`config.mk`:
```
export PLATFORM = sky130hd
export DESIGN_NAME = invalid_sample_gap_filler_core
export DESIGN_NICKNAME = d
export VERILOG_FILES = /design/src/isgf_pkg.sv /design/src/invalid_sample_gap_filler_core.sv /design/src/isgf_track.sv /design/src/isgf_rec_fifo.sv
export SDC_FILE = /design/constraint.sdc
export NUM_CORES = 1
export LEC_CHECK = 0
export CAP_MARGIN = 0
export CORE_MARGIN = 10
export CORE_UTILIZATION = 64
export DETAILED_ROUTE_END_ITERATION = 10
export DONT_BUFFER_PORTS = 1
export HOLD_SLACK_MARGIN = 0.03
export MAX_ROUTING_LAYER = met4
export PLACE_DENSITY = 0.77
export SLEW_MARGIN = 20
export SYNTH_ARGS = -nofsm -noshare
export SYNTH_HDL_FRONTEND = slang
export SYNTH_SLANG_ARGS = --single-unit
```
`constraint.sdc`:
```
create_clock -name i_clk -period 3.36 [get_ports i_clk]
set_clock_uncertainty 0.1 [all_clocks]
set_input_delay 0.504 -clock i_clk [delete_from_list [all_inputs] [get_ports i_clk]]
set_output_delay 0.504 -clock i_clk [all_outputs]
set_load 0.01 [all_outputs]
```
`src/isgf_pkg.sv`:
```
package isgf_pkg;

    localparam int SAMPLE_WIDTH     = 24;
    localparam int MAX_SWEEP_POINTS = 4096;
    localparam int COUNT_W          = $clog2(MAX_SWEEP_POINTS + 1);

    // record queue sizing: up to two pushes and one pop per cycle
    localparam int FIFO_DEPTH = 4;
    localparam int PTR_W      = $clog2(FIFO_DEPTH);
    localparam int CNT_W      = $clog2(FIFO_DEPTH + 1);

    typedef logic signed [SAMPLE_WIDTH-1:0] t_sample;
    typedef logic [COUNT_W-1:0]             t_count;

    typedef struct packed {
        t_sample value;
        t_count  count;
        logic    is_fill;
        logic    unresolved;
        logic    sweep_end;
        logic    last_of_item;
    } t_rec;

    typedef struct packed {
        logic first;
        logic second;
    } t_push;

endpackage

```
`src/invalid_sample_gap_filler_core.sv`:
```
// Invalid sample gap filler.
// Input channel: i_in_valid / o_in_stall with one sweep point per beat
// (i_sample_value, i_not_finite, i_sweep_end). Output channel:
// o_out_valid / i_out_stall with one record per beat. A good point gives a
// record with repeat count 1; a run of invalid points gives one fill record
// whose count is the run length, placed ahead of the good point that ends it
// or emitted alone when the sweep ends inside the run.
// Configuration: i_cfg_we writes i_cfg_data into the negative-is-invalid flag;
// write it only while no sweep point is in flight.
// An accepted point passes the input register, then the record queue.
// Throughput: one point per cycle while the queue has room. The queue holds
// four records and takes a point only while two slots are free, so stalls
// on the input side come from a stalled receiver or from fill beats that
// double the record rate.
// Reset (synchronous, active low) empties the queue, clears the gap state,
// starts a new sweep and sets the negative-is-invalid flag. While the
// receiver stalls, the head record holds and the queue fills, then the
// input channel stalls.
module invalid_sample_gap_filler_core (
    input  logic                       i_clk,
    input  logic                       i_rst_n,
    input  logic                       i_cfg_we,
    input  logic                       i_cfg_data,
    input  logic                       i_in_valid,
    output logic                       o_in_stall,
    input  logic signed [isgf_pkg::SAMPLE_WIDTH-1:0] i_sample_value,
    input  logic                       i_not_finite,
    input  logic                       i_sweep_end,
    output logic                       o_out_valid,
    input  logic                       i_out_stall,
    output logic signed [isgf_pkg::SAMPLE_WIDTH-1:0] o_out_value,
    output logic [isgf_pkg::COUNT_W-1:0] o_repeat_count,
    output logic                       o_is_fill,
    output logic                       o_unresolved,
    output logic                       o_out_sweep_end,
    output logic                       o_last_of_item
);
    import isgf_pkg::*;

    logic  r_neg_inv;
    logic  room;
    t_push push;
    t_rec  rec0;
    t_rec  rec1;
    t_rec  head;

    always_ff @(posedge i_clk) begin
        if (!i_rst_n) begin
            r_neg_inv <= 1'b1;
        end else if (i_cfg_we) begin
            r_neg_inv <= i_cfg_data;
        end
    end

    isgf_track u_track (
        .i_clk          (i_clk),
        .i_rst_n        (i_rst_n),
        .i_neg_inv      (r_neg_inv),
        .i_in_valid     (i_in_valid),
        .o_in_stall     (o_in_stall),
        .i_sample_value (i_sample_value),
        .i_not_finite   (i_not_finite),
        .i_sweep_end    (i_sweep_end),
        .i_room         (room),
        .o_push         (push),
        .o_rec0         (rec0),
        .o_rec1         (rec1)
    );

    isgf_rec_fifo u_fifo (
        .i_clk   (i_clk),
        .i_rst_n (i_rst_n),
        .i_push  (push),
        .i_rec0  (rec0),
        .i_rec1  (rec1),
        .o_room  (room),
        .o_valid (o_out_valid),
        .i_stall (i_out_stall),
        .o_rec   (head)
    );

    assign o_out_value     = head.value;
    assign o_repeat_count  = head.count;
    assign o_is_fill       = head.is_fill;
    assign o_unresolved    = head.unresolved;
    assign o_out_sweep_end = head.sweep_end;
    assign o_last_of_item  = head.last_of_item;

endmodule

```
`src/isgf_track.sv`:
```
module isgf_track (
    input  logic                  i_clk,
    input  logic                  i_rst_n,
    input  logic                  i_neg_inv,
    input  logic                  i_in_valid,
    output logic                  o_in_stall,
    input  isgf_pkg::t_sample     i_sample_value,
    input  logic                  i_not_finite,
    input  logic                  i_sweep_end,
    input  logic                  i_room,
    output isgf_pkg::t_push       o_push,
    output isgf_pkg::t_rec        o_rec0,
    output isgf_pkg::t_rec        o_rec1
);
    import isgf_pkg::*;

    logic    r_in_vld;
    t_sample r_in_value;
    logic    r_in_nf;
    logic    r_in_end;

    t_sample r_last_good, n_last_good;
    t_sample r_first_raw, n_first_raw;
    t_count  r_gap_len, n_gap_len;
    logic    r_in_gap, n_in_gap;
    logic    r_leading, n_leading;
    logic    r_at_start, n_at_start;

    logic                    advance;
    logic                    invalid;
    logic signed [SAMPLE_WIDTH:0] sum;
    t_sample                 half;
    t_count                  gap_inc;

    assign advance    = r_in_vld && i_room;
    assign o_in_stall = r_in_vld && !i_room;

    always_ff @(posedge i_clk) begin
        if (!i_rst_n) begin
            r_in_vld <= 1'b0;
        end else if (!o_in_stall) begin
            r_in_vld <= i_in_valid;
        end
        if (i_in_valid && !o_in_stall) begin
            r_in_value <= i_sample_value;
            r_in_nf    <= i_not_finite;
            r_in_end   <= i_sweep_end;
        end
    end

    assign invalid = r_in_nf || (i_neg_inv && r_in_value[SAMPLE_WIDTH-1]);
    assign sum     = {r_last_good[SAMPLE_WIDTH-1], r_last_good}
                   + {r_in_value[SAMPLE_WIDTH-1], r_in_value};
    // arithmetic shift right by one of the sum
    assign half    = sum[SAMPLE_WIDTH:1];
    assign gap_inc = (r_gap_len < COUNT_W'(MAX_SWEEP_POINTS)) ? r_gap_len + 1'b1 : r_gap_len;

    always_comb begin
        n_last_good = r_last_good;
        n_first_raw = r_at_start ? r_in_value : r_first_raw;
        n_gap_len   = r_gap_len;
        n_in_gap    = r_in_gap;
        n_leading   = r_leading;
        n_at_start  = r_at_start;
        o_push      = '0;
        o_rec0      = '0;
        o_rec1      = '0;

        if (invalid) begin
            if (r_at_start) begin
                n_in_gap  = 1'b1;
                n_leading = 1'b1;
                n_gap_len = COUNT_W'(1);
            end else if (!r_in_gap) begin
                n_in_gap  = 1'b1;
                n_leading = 1'b0;
                n_gap_len = COUNT_W'(1);
            end else begin
                n_gap_len = gap_inc;
            end
            n_at_start = 1'b0;
            if (r_in_end) begin
                o_push.first        = 1'b1;
                o_rec0.value        = n_leading ? n_first_raw : r_last_good;
                o_rec0.count        = n_gap_len;
                o_rec0.is_fill      = 1'b1;
                o_rec0.unresolved   = n_leading;
                o_rec0.sweep_end    = 1'b1;
                o_rec0.last_of_item = 1'b1;
                n_in_gap   = 1'b0;
                n_leading  = 1'b0;
                n_gap_len  = '0;
                n_at_start = 1'b1;
            end
        end else begin
            if (r_in_gap) begin
                // close the run: fill beat first, then the good sample
                o_push.first        = 1'b1;
                o_push.second       = 1'b1;
                o_rec0.value        = r_leading ? r_in_value : half;
                o_rec0.count        = r_gap_len;
                o_rec0.is_fill      = 1'b1;
                o_rec1.value        = r_in_value;
                o_rec1.count        = COUNT_W'(1);
                o_rec1.sweep_end    = r_in_end;
                o_rec1.last_of_item = 1'b1;
            end else begin
                o_push.first        = 1'b1;
                o_rec0.value        = r_in_value;
                o_rec0.count        = COUNT_W'(1);
                o_rec0.sweep_end    = r_in_end;
                o_rec0.last_of_item = 1'b1;
            end
            n_last_good = r_in_value;
            n_in_gap    = 1'b0;
            n_leading   = 1'b0;
            n_gap_len   = '0;
            n_at_start  = r_in_end;
        end

        if (!advance) begin
            o_push = '0;
        end
    end

    always_ff @(posedge i_clk) begin
        if (!i_rst_n) begin
            r_last_good <= '0;
            r_first_raw <= '0;
            r_gap_len   <= '0;
            r_in_gap    <= 1'b0;
            r_leading   <= 1'b0;
            r_at_start  <= 1'b1;
        end else if (advance) begin
            r_last_good <= n_last_good;
            r_first_raw <= n_first_raw;
            r_gap_len   <= n_gap_len;
            r_in_gap    <= n_in_gap;
            r_leading   <= n_leading;
            r_at_start  <= n_at_start;
        end
    end

endmodule

```
`src/isgf_rec_fifo.sv`:
```
module isgf_rec_fifo (
    input  logic              i_clk,
    input  logic              i_rst_n,
    input  isgf_pkg::t_push   i_push,
    input  isgf_pkg::t_rec    i_rec0,
    input  isgf_pkg::t_rec    i_rec1,
    output logic              o_room,
    output logic              o_valid,
    input  logic              i_stall,
    output isgf_pkg::t_rec    o_rec
);
    import isgf_pkg::*;

    t_rec             r_mem [FIFO_DEPTH];
    logic [PTR_W-1:0] r_wr_ptr, n_wr_ptr;
    logic [PTR_W-1:0] r_rd_ptr;
    logic [CNT_W-1:0] r_count, n_count;
    logic [PTR_W-1:0] wr_ptr1;
    logic             pop;

    assign o_valid = (r_count != '0);
    assign o_rec   = r_mem[r_rd_ptr];
    assign pop     = o_valid && !i_stall;
    // keep space for a two-beat push regardless of the pop
    assign o_room  = (r_count <= CNT_W'(FIFO_DEPTH - 2));
    assign wr_ptr1 = r_wr_ptr + 1'b1;

    always_comb begin
        n_wr_ptr = r_wr_ptr;
        n_count  = r_count - CNT_W'(pop);
        if (i_push.first && i_push.second) begin
            n_wr_ptr = r_wr_ptr + PTR_W'(2);
            n_count  = n_count + CNT_W'(2);
        end else if (i_push.first) begin
            n_wr_ptr = wr_ptr1;
            n_count  = n_count + CNT_W'(1);
        end
    end

    always_ff @(posedge i_clk) begin
        if (!i_rst_n) begin
            r_wr_ptr <= '0;
            r_rd_ptr <= '0;
            r_count  <= '0;
        end else begin
            r_wr_ptr <= n_wr_ptr;
            r_count  <= n_count;
            if (pop) begin
                r_rd_ptr <= r_rd_ptr + 1'b1;
            end
        end
        if (i_push.first) begin
            r_mem[r_wr_ptr] <= i_rec0;
        end
        if (i_push.second) begin
            r_mem[wr_ptr1] <= i_rec1;
        end
    end

endmodule
```
Yosys cells after proc, flatten, opt, wreduce, memory -nomap -nowiden
Memories as Yosys holds them, arrays and structs flattened. A register that Yosys moved wholly into a read port is not among the register bits.
Index checks and enable logic that the tools add are counted.
{"block": "totals", "register_bits": 99, "ram_bits": 164, "word_cells": 80, "n_memories": 1}
{"block": "op_classes", "add_sub_neg": 8, "order_cmp": 2, "mux": 41, "n_bitwise": 1, "reduce_logical": 13}
{"memory": "u_fifo.r_mem", "words": 4, "width": 41, "read_ports": 1, "rd_ports_with_merged_regs": 1, "write_ports": 2, "line": "isgf_rec_fifo.sv:14", "rtl": "t_rec r_mem [FIFO_DEPTH];"}
{"operator": "$mux W37", "count": 3}
{"operator": "$mux W24", "count": 3}
{"operator": "$mux W13", "count": 5}
{"operator": "$mux W41", "count": 1}
{"operator": "$mux W38", "count": 1}
{"operator": "$add A24 B24 Y25", "count": 1}
{"operator": "$mux W2", "count": 9}
{"operator": "$mux W1", "count": 17}
{"operator": "$add A13 B1 Y13 const B", "count": 1}
{"operator": "$lt A13 B13 Y1 const B", "count": 1}
{"operator": "$logic_and A1 B1 Y1", "count": 6}
{"operator": "$mux W3", "count": 2}
{"operator": "$add A2 B1 Y2 const B", "count": 2}
{"operator": "$add A3 B1 Y3 const B", "count": 1}
{"operator": "$add A3 B2 Y3 const B", "count": 1}
{"operator": "$le A3 B2 Y1 const B", "count": 1}
{"operator": "$logic_not A1 Y1", "count": 3}
{"operator": "$reduce_bool A3 Y1", "count": 1}
{"operator": "$sub A3 B1 Y3", "count": 1}
{"operator": "$add A2 B2 Y2 const B", "count": 1}
{"operator": "$reduce_and A2 Y1", "count": 1}
{"operator": "$reduce_bool A2 Y1", "count": 1}
{"operator": "$logic_or A1 B1 Y1", "count": 1}
{"operator": "$not A1 Y1", "count": 1}

Logic depth before layout (Yosys ltp)
{"block": "depth", "depth_word": 6, "depth_mapped": 10}

Hierarchy
From an unflattened synthesis, not the netlist that was laid out.
{"block": "unflattened", "hier_cells": 1258, "area_unflattened_um2": 14794.2}
{"mod": "isgf_rec_fifo", "instances": 1, "cells_per_inst": 459, "area_each_um2": 8528.2, "seq_area_each_um2": 5104.9}
{"mod": "isgf_track", "instances": 1, "cells_per_inst": 796, "area_each_um2": 6232.2, "seq_area_each_um2": 2082.0}
{"mod": "invalid_sample_gap_filler_core", "instances": 1, "cells_per_inst": 3, "area_each_um2": 33.8, "seq_area_each_um2": 20.0}

Worst setup path before layout
Ideal clock, no wire load.
{"block": "synth_path", "path_type": "reg2reg", "from": "register u_track.r_in_value[1]", "to": "memory u_fifo.r_mem[0][30] (netlist bit) (data pin)", "setup_time_ns": 0.268, "t_arrival_ns": 2.426, "required_ns": 2.992, "setup_slack_ns": 0.566, "stages_incl_launch_ff": 11, "cell_sequence": "edfxtp_1 -> clkbuf_1 -> inv_1 -> fa_1 -> nor2b_1 -> o31ai_2 -> a31oi_1 -> a221o_1 -> xor2_1 -> a221oi_2 -> o21ai_0"}
{"element": "from (decl)", "line": "isgf_track.sv:18", "rtl": "t_sample r_in_value;"}
{"element": "from (signal assigned)", "line": "isgf_track.sv:45", "rtl": "r_in_value <= i_sample_value;"}
{"element": "to (decl)", "line": "isgf_rec_fifo.sv:14"}

==> flow_summary.yaml <==
logic_synthesis:
  yosys_warnings: 0
  synth-edff-count: 134
  syn_area_um2: 13900
  cells_after_synth: 1416
  synth_top_cells_by_count: "263 x nand2_1, 148 x o21ai_0, 134 x edfxtp_1"
  synth_largest_area_cell: "edfxtp_1"
  async_flop_share_pct: 0
  synth.top_cells.by_area: "edfxtp_1 29%, dfxtp_1 19%, nand2_1 7.1%"
  synthFlopType: "edfxtp_1"
  seq_area_frac_synth_pct: 47.9
  post_synth_num_cell_types: 83
  synth_area_per_cell_um2: 9.79
  synthDominantCellAreaShare_pct: 29.0
  postSynthRegisterBits: 265
  yosysMostFrequentCell: "nand2_1"
  synthesized_netlist_net_count: 1480
clock_tree:
  post_cts.repair.setup_buffers: 0
  h-tree-depth: 1
  cts.sinks: 265
  cts.root.buffer_cell: "clkbuf_16"
  tritoncts: "yes"
  cts.path.max_buffers: 3
  cts_inserted_buffers: 28
  cts.reportedPaths.clkPinSlew_ps: 70
  insertion_delay_ps: 550
die:
  core_um2: 21200
  top_level_ports: 75
  initial_core_util_pct: 65.5
  die_y_um: 167
  fp-row-count: 53
  die_area_um2: 27900
  die_x_um: 167
power_and_ir_drop:
  total_power_uw: 9200
  p_int_uw: 6320
  net_switching_uw: 2880
  p_clk_share_pct: 34.6
  p_per_area_nw_per_um2: 595
  seq_power_share_pct: 41.6
  p_sw_share_pct: 31.3
  vdd.ir_drop.worst_mv: 0.458
  power_frac_comb_pct: 23.8
  power_leakage_uw: 0.00564
placed_design:
  pre_cts_ws_ps: 232
  place.detailed.hpwl_mm: 26.4
  gp_routability_congestion: 0.971
  io_buffer_count: 0
critical_path:
  required_ps: 3510
  worst-endpoint-arrival_ps: 3380
  worst_setup_path_end_kind: "flip-flop"
  critPathLaunchType: "flip-flop"
  cp_max_fo: 9
  slowest_cp_cell: "a222oi_1"
  crit_chain: "buf_4, ha_1, nand4_2, a2111oi_4, nor3b_2, a21oi_1, xor2_1, a222oi_1, o21ai_0"
  max_stage_delay_ps: 670
  timing.setup.critical_path_class: "reg2reg"
grt:
  grt_usage_pct: 27.4
  first_global_vias: 10700
  grt_overflow_total: 0
  antenna_found_initial: 0
  grt_max_degree: 35
  grt_pass1_wl_mm: 61.1
sta:
  rsz0062_at_grt: "no"
  fin_tns_setup_ps: 0
  max-slew-margin-rel_pct: 27.7
  final.setup.worst_slack_ps: 123
  finalCriticalPeriod_ps: 3240
  finalSetupViolations: 0
  max_freq_ghz: 0.309
  final_hold_viol_count: 0
  maxSlewViolCount: 0
  worst-slew-pin-transition_ps: 1080
  period_share_pct: 96.3
job:
  drv.max_cap_violation_count: 0
drt:
  route.detailed.vias_per_inst: 6.59
  drt-wirelength-per-cell_um: 22.5
  ant_nets: 0
  wl_mm: 39.0
  drt_first_iter_violations: 1655
  routed-via-count: 11400
  first_pass_iters: 6
  route.detailed.drc: 0
finish:
  fin_nets: 1494
  final_layout_size_suffix_gt1_share_pct: 13.8
  p_r_area_growth_vs_syn_pct: 11.5
outcome:
  outcome: "completed"
worst_hold_path:
  min_path_type: "in2reg"
## cell usage in the layout, fill, tap and decap left out, types with 4 or more instances in the layout
cell type / Yosys / routed
xor2_1: 9 / 9
nand4_1: 6 / 6
o21ai_1: 5 / 5
a21o_1: 13 / 13
a22o_1: 45 / 45
nor2_1: 86 / 86
and2_1: 11 / 11
nand2b_1: 5 / 5
dlygate4sd3_1: 0 / 29
a211oi_1: 14 / 14
a221oi_1: 7 / 7
nor3_1: 25 / 25
nand2_1: 263 / 263
and3_2: 5 / 5
inv_6: 0 / 4
a22o_2: 4 / 4
and3_1: 7 / 7
o21bai_1: 5 / 5
nand3_1: 18 / 18
a21boi_0: 12 / 12
buf_4: 2 / 73
mux4_2: 41 / 41
inv_1: 17 / 17
a21oi_1: 113 / 113
o21ai_0: 148 / 148
dfxtp_1: 131 / 129
ha_1: 31 / 31
o22ai_1: 9 / 9
xnor2_1: 8 / 8
a31oi_1: 5 / 4
edfxtp_1: 134 / 134
or3_1: 5 / 5
nor2b_1: 16 / 15
a22oi_1: 12 / 12
mux2i_1: 29 / 29
clkbuf_16: 0 / 30
## stage by stage
stage,utilization (%),cell area (um2),hold WS (ps),std cells
after floorplan,-,13900,320,1416
after global placement,67.1,14200,329,1646
after detailed placement,67.1,14200,339,1646
after CTS,73.0,15400,161,1727
after global routing,73.1,15500,201,1727
final,73.1,15500,164,1728
## critical path, delay by kind of cell (launching register included)
family	cells	cell delay, ps
buf+inv	1	190
compound gates	4	1570
simple gates	2	310
fa+ha+maj	1	300
xor+xnor	1	90
flops	1	400
## cells by family (layout without fill, tap and decap cells)
kind of cell	Yosys count	in the layout	synth area share, %
simple gates	465	465	14.6
compound gates	428	428	19.7
flops	265	265	47.9
buf+inv	138	174	4.92
mux	71	71	8.86
fa+ha+maj	32	32	2.94
xor+xnor	17	17	1.07
other cells	0	1	0
## final cells by class
type,instances,area [um2]
clock buffers,34,790
well taps,275,344
multi-input cells,1013,6540
inverters,18,67.6
clock inverters,18,185
repair buffers,104,878
fillers,1459,5700
flip-flops and latches,265,6650
diodes,1,2.50
## power groups by stage
stage          clock, uW  sequential, uW  combinational [uW]
3_5_place_dp           0            3890                2120
4_1_cts             3200            3820                2170
6_report            3180            3820                2190
2_1_floorplan          0            3760                1620
5_1_grt             3340            3850                2360
3_3_place_gp           0            3870                2080
## routing by layer
layer	up-vias	wire length [um]	share of wire [%]	GRT usage [%]
met5	-	0	0	-
met1	5367	16400	42	38.5
met2	727	17300	44	40.3
met3	101	4100	11	4.19
met4	0	1190	3.1	8.67
li1	5200	-	-	-
## flip-flops by register name, summed over array words and instances (netlist names), named ones only
signal and flops:
u_fifo.r_count 3, u_track.r_in_gap 1, u_track.r_leading 1, u_track.r_first_raw 24
r_neg_inv 1, u_track.r_at_start 1, u_track.r_in_nf 1, u_track.r_in_vld 1
u_track.r_gap_len 13, u_track.r_last_good 24, u_track.r_in_value 24, u_fifo.r_rd_ptr 2
u_track.r_in_end 1, u_fifo.r_mem 164, u_fifo.r_wr_ptr 2
## what timing repair did
item / 4_1_cts / 5_1_grt
gates resized for setup: 0 / 1
hold endpoints to repair: 42 / 0
hold buffers: 29 / 0
setup endpoints to repair: 0 / 4
## worst paths after layout
kind | start | to | slack, ps | depth (start not counted)
setup / recovery | u_track.r_in_value[1]$_DFFE_PP_ | u_fifo.r_mem[2][29]$_DFFE_PP_ | 120 | 9
hold / removal | i_out_stall | flip-flop | 160 | 3
setup reg to reg | u_track.r_in_value[1]$_DFFE_PP_ | u_fifo.r_mem[2][29]$_DFFE_PP_ | 120 | 9
hold reg to reg | u_fifo.r_mem[2][15]$_SDFFE_PP0P_ | u_fifo.r_mem[2][15]$_SDFFE_PP0P_ | 350 | 2
No activity file was read; power rests on OpenSTA's default activity.
